$ cat src/dssd_pkg.sv
package dssd_pkg;

    localparam int VALUE_W  = 28;
    localparam int MAG_W    = 27;
    localparam int SEG_W    = 8;
    localparam int SEL_W    = 8;
    localparam int POS_W    = 3;
    localparam int REM_W    = 4;
    localparam int PC_W     = 3;

    localparam int RECIP_W     = 28;
    localparam int RECIP_SHIFT = 31;
    localparam int PROD_W      = MAG_W + RECIP_W;

    localparam logic [RECIP_W-1:0] RECIP_TEN = 28'd214748365;
    localparam logic [SEG_W-1:0]   SEG_DASH  = 8'hBF;

    typedef logic [PC_W-1:0] t_pc;

    localparam t_pc PC_IDLE    = 3'd0;
    localparam t_pc PC_DIV_MUL = 3'd1;
    localparam t_pc PC_DIV_REM = 3'd2;
    localparam t_pc PC_DIGIT   = 3'd3;
    localparam t_pc PC_DASH    = 3'd4;

    typedef enum logic [2:0] {
        ACT_WAIT_IN   = 3'd0,
        ACT_DIV_MUL   = 3'd1,
        ACT_DIV_REM   = 3'd2,
        ACT_EMIT_DIG  = 3'd3,
        ACT_EMIT_DASH = 3'd4
    } t_act;

    typedef enum logic [1:0] {
        HOLD_NONE = 2'd0,
        HOLD_IN   = 2'd1,
        HOLD_OUT  = 2'd2
    } t_hold;

    typedef enum logic {
        BR_NONE = 1'b0,
        BR_MORE = 1'b1
    } t_branch;

    typedef struct packed {
        t_act    act;
        t_hold   hold;
        t_branch branch;
        t_pc     target;
        logic    end_on_last;
    } t_uword;

    typedef struct packed {
        t_act act;
        logic fire;
    } t_ctl;

    typedef struct packed {
        logic in_valid;
        logic out_free;
        logic more;
        logic last;
    } t_sts;

    function automatic t_uword ucode(input t_pc pc);
        t_uword w;
        case (pc)
            PC_IDLE:    w = '{ACT_WAIT_IN,   HOLD_IN,   BR_NONE, PC_IDLE,    1'b0};
            PC_DIV_MUL: w = '{ACT_DIV_MUL,   HOLD_NONE, BR_NONE, PC_IDLE,    1'b0};
            PC_DIV_REM: w = '{ACT_DIV_REM,   HOLD_NONE, BR_NONE, PC_IDLE,    1'b0};
            PC_DIGIT:   w = '{ACT_EMIT_DIG,  HOLD_OUT,  BR_MORE, PC_DIV_MUL, 1'b1};
            PC_DASH:    w = '{ACT_EMIT_DASH, HOLD_OUT,  BR_NONE, PC_IDLE,    1'b1};
            default:    w = '{ACT_WAIT_IN,   HOLD_IN,   BR_NONE, PC_IDLE,    1'b0};
        endcase
        return w;
    endfunction

    function automatic logic [SEG_W-1:0] seg_digit(input logic [REM_W-1:0] d);
        logic [SEG_W-1:0] s;
        case (d)
            4'd0:    s = 8'hC0;
            4'd1:    s = 8'hF9;
            4'd2:    s = 8'hA4;
            4'd3:    s = 8'hB0;
            4'd4:    s = 8'h99;
            4'd5:    s = 8'h92;
            4'd6:    s = 8'h82;
            4'd7:    s = 8'hF8;
            4'd8:    s = 8'h80;
            4'd9:    s = 8'h90;
            default: s = 8'hFF;
        endcase
        return s;
    endfunction

    function automatic int pow10(input int n);
        int p;
        p = 1;
        for (int i = 0; i < n; i++) begin
            p = p * 10;
        end
        return p;
    endfunction

endpackage

$ cat src/dssd_seq.sv
module dssd_seq (
    input  logic          i_clk,
    input  logic          i_rst_n,
    input  dssd_pkg::t_sts i_sts,
    output dssd_pkg::t_ctl o_ctl
);
    import dssd_pkg::*;

    t_pc    r_pc;
    t_pc    n_pc;
    t_uword uw;
    logic   hold;

    always_comb begin
        uw = ucode(r_pc);
        case (uw.hold)
            HOLD_NONE: hold = 1'b0;
            HOLD_IN:   hold = !i_sts.in_valid;
            HOLD_OUT:  hold = !i_sts.out_free;
            default:   hold = 1'b0;
        endcase
        if (hold) begin
            n_pc = r_pc;
        end else if (uw.end_on_last && i_sts.last) begin
            n_pc = PC_IDLE;
        end else if (uw.branch == BR_MORE && i_sts.more) begin
            n_pc = uw.target;
        end else begin
            n_pc = r_pc + t_pc'(1);
        end
        o_ctl.act  = uw.act;
        o_ctl.fire = !hold;
    end

    always_ff @(posedge i_clk) begin
        if (!i_rst_n) begin
            r_pc <= PC_IDLE;
        end else begin
            r_pc <= n_pc;
        end
    end

endmodule

$ cat config.mk
export PLATFORM = sky130hd
export DESIGN_NAME = dssd_seq
export DESIGN_NICKNAME = d
export VERILOG_FILES = /design/src/dssd_pkg.sv /design/src/dssd_seq.sv
export SDC_FILE = /design/constraint.sdc
export NUM_CORES = 1
export LEC_CHECK = 0
export ABC_AREA = 1
export BUFFER_PORTS_ARGS = -buffer_cell sky130_fd_sc_hd__buf_2
export CORE_AREA = 2 2 39 41
export DETAILED_ROUTE_END_ITERATION = 10
export DIE_AREA = 0 0 41 43
export GPL_TIMING_DRIVEN = 0
export MAX_ROUTING_LAYER = met4
export PLACE_DENSITY = 0.49
export SLEW_MARGIN = 20
export SYNTH_ARGS = -nofsm -noshare
export SYNTH_HDL_FRONTEND = slang
export SYNTH_SLANG_ARGS = --single-unit
$ cat constraint.sdc
create_clock -name i_clk -period 2.6 [get_ports i_clk]
set_input_delay 0.26 -clock i_clk [delete_from_list [all_inputs] [get_ports i_clk]]
set_output_delay 0.26 -clock i_clk [all_outputs]
set_load 0.01 [all_outputs]
==> metrics.md <==
| Metric | Value |
|---|---|
| R2r worst-path depth | 10 |
| Vias/cell | roughly 3.8 |
| Area delta synth->final | 29.3% |
| Top flop regs | r_pc (3) |
| Seq/Total Area, Yosys | between 10% and 20% |
| Crit share post-route | approximately two thirds |
| Largest net degree at the start of global routing | 7 |
| Placed cell area | ~380 um^2 |
| Worst-Skew Late Latency | 0.23 ns |
| Measured slew at the worst slew-check pin | between 0.2 and 0.25 ns |
| Post-synthesis cell type count | 14 |
| Max-slew violations | 0 |
| Sum of negative setup slack | 0 ns |
| Most common cell in the netlist | nand2_1 |
| Fin nets | 75 |
| Static leakage | ~0.25 nW |
| Synth top area share | between 20% and 30% |
| Clk_skew | 0.00540 ns |
| Synth Cell Area | approximately 310 um^2 |
| # diodes | 0 |
| Slew Limit Headroom | 86.2% |
| GRT overflow | 0 |
| Status | finished, final reports clean |
| Antenna Nets Post-Route | 0 |
| Total power | roughly 420 uW |
| Crit path buffers/inverters | 3 |
| Synth area leaders | ha_1 (20%), dfxtp_1 (19%), nand2_1 (18%) |
| Post-CTS setup buffers | 0 |
| Hold Path End | r_pc[2]$_SDFFE_PN0N_ |
| Post-synth top flop | dfxtp_1 |
| DRC Markers | 0 |
| RePlAce Congestion | 0.625 |
| Post-route cell area | between 400 and 500 um^2 |
| Worst path cell trace | inv_1 > ha_1 > o21ai_2 > nand3_2 > nand2_4 > inv_2 > buf_2 |
| Initial antenna violation count | 0 |
| Row cnt | 14 |
| Initial Util | roughly 23% |
| Arr. time, crit path | between 1 and 1.5 ns |
| Max reg flops | 3 |
| Vias in the first global route | 251 |
| Root Driver | clkbuf_4 |
| Max cap viols | 0 |
| RSZ-0062 raised after global routing | false |
| Origin of the worst min-delay path | i_rst_n |
| Vias post-DR | ~300 |
| Core outline area | between 0.001 and 0.0015 mm^2 |
| Delay of the slowest critical-path stage | between 0.3 and 0.4 ns |
| RR Endpoint | r_pc[2]$_SDFFE_PN0N_ |
| WS Path Type | reg -> out |
| Crit-path max FO | 5 |
| Die Ht | roughly 43 um |
| CTS clk-pin slew, worst paths | 0.04 ns |
| Pre-CTS WS | roughly 1.1 ns |
| Resized Gates After CTS | 0 |
| Worst Hold Class | in -> reg |
| CTS Hold Bufs | 0 |
| Syn_nets | 61 |
| Iter 0 DRT Violations | 3 |
| Post-synth EDFFs | 0 |
| Async set-reset flop share out of synthesis | 0% |
| Slowest CP cell | dfxtp_1 |
| First-pass DRT Iterations | 2 |
| Top reg by flops | r_pc |
| Post-Route WL | around 550 um |
| Die X-Extent | between 40 and 50 um |
| #FFs+latches synth | 3 |
| Setup violators final | 0 |
| Share of layout cells above drive strength 1 | 30.2% |
| GRT Total Usage | approximately 7.6% |
| CP delay by family, top | flip-flops |
| Flop2flop setup slack | approximately 1.2 ns |
| Synth cell count leaders | nand2_1 (15), inv_1 (10), ha_1 (5) |
| Wirelength per Cell | around 6.9 um |
| FMAX | 570 MHz |
| Worst endpoint required time | 2.34 ns |
| Top Ports | 10 |
| CTS tree | yes |
| Pwr per Cell Area | just over 1000 mW/mm^2 |
| Final min period | ~1.8 ns |
| Yosys warnings | 0 |
| Leading area contributor after synthesis | ha_1 |
| Post-route setup slack | roughly 0.85 ns |
| Worst setup SP type | flip-flop |
| Worst Hold Depth | 3 |
| Full die area | 0.00176 mm^2 |
| CTS Sinks | 3 |
| Crit path capture type | output port |
| First-pass GRT wire length | a little under 900 um |
| Hold Vio Cnt, Final | 0 |
| Reg2Reg Launch Point | r_pc[0]$_SDFFE_PN0N_ |
| H-tree depth | 1 |
| # port buffers | 9 |
| Total clock buffers created by CTS | 3 |
| Avg Cell Area, Syn | slightly above 6 um^2 |
| Detailed Place HPWL | ~490 um |
| Cells after synthesis | 50 |
| Peak supply drop | 384 uV |
| Worst-case clock buffer depth | 2 |
[metal layers]
| layer | vias to the layer above | share of wire (%) | track usage [%] |
|---|---|---|---|
| met5 | - | 0 | - |
| met4 | 0 | 0 | 0 |
| met3 | 0 | 3.8 | 4.71 |
| met2 | 5 | 53 | 12.2 |
| met1 | 121 | 43 | 8.33 |
| li1 | 177 | - | - |
[worst reg2reg max path, stage by stage (launching register included)]
cell and delay [ns]:
dfxtp_1 0.39, inv_1 0.09, ha_1 0.22, nand2_1 0.08, o21ai_1 0.10, nand2_2 0.10
nand2_4 0.07, inv_2 0.06, nor2_2 0.03, nor2_1 0.11, nor2_1 0.05
[layout by cell type (no fill, tap or decap)]
cell type	netlist	routed
o21ai_1	2	2
inv_1	10	10
nand2_4	1	1
nor2_1	4	4
a21oi_1	2	2
nand3_2	1	1
clkbuf_1	0	1
o21ai_2	1	1
nand2_1	15	15
nand2_2	1	1
nor2_2	1	1
clkbuf_4	0	3
dfxtp_1	3	3
nand3_1	2	2
buf_2	0	9
ha_1	5	5
inv_2	2	2
[report_power, final]
group          leakage [nW]  internal, mW  switching (mW)
registers            0.0247        0.0639          0.0188
logic                 0.212         0.102           0.153
clock network        0.0150        0.0574          0.0222
[area by class of cell]
class | count | area [um^2]
inverters | 12 | 45.0
fillers | 173 | 981
clock buffers | 4 | 26.3
multi-input cells | 35 | 206
flip-flops and latches | 3 | 60.1
well taps | 16 | 20.0
repair buffers | 9 | 45.0
[worst max-delay path by stage]
stage	startpoint	to	slack (ns)	cells past startpoint
floorplan	r_pc[0]$_SDFFE_PN0N_	o_ctl[0]	1.29	6
global placement	r_pc[0]$_SDFFE_PN0N_	o_ctl[0]	1.06	7
detailed placement	r_pc[0]$_SDFFE_PN0N_	o_ctl[0]	1.07	7
CTS	r_pc[0]$_SDFFE_PN0N_	o_ctl[0]	0.82	7
global route	r_pc[0]$_SDFFE_PN0N_	o_ctl[0]	0.70	7
finish	r_pc[0]$_SDFFE_PN0N_	o_ctl[0]	0.85	7
[kinds of logic after synthesis]
kind of cell	after synthesis	synth area share (%)
buffers and inverters	12	14.5
AO/OA/AOI/OAI	5	9.24
adder cells (fa/ha/maj)	5	20.1
flip-flops	3	19.3
AND/OR/NAND/NOR	25	36.9
[stage by stage]
stage	instances	hold WS (ns)	utilization (%)
after global placement	75	0.511	27.2
final	79	0.290	29.1
after CTS	79	0.291	29.1
after global routing	79	0.297	29.1
after floorplan	50	0.392	-
after detailed placement	75	0.514	27.2
(Power assumes the default switching activity.)
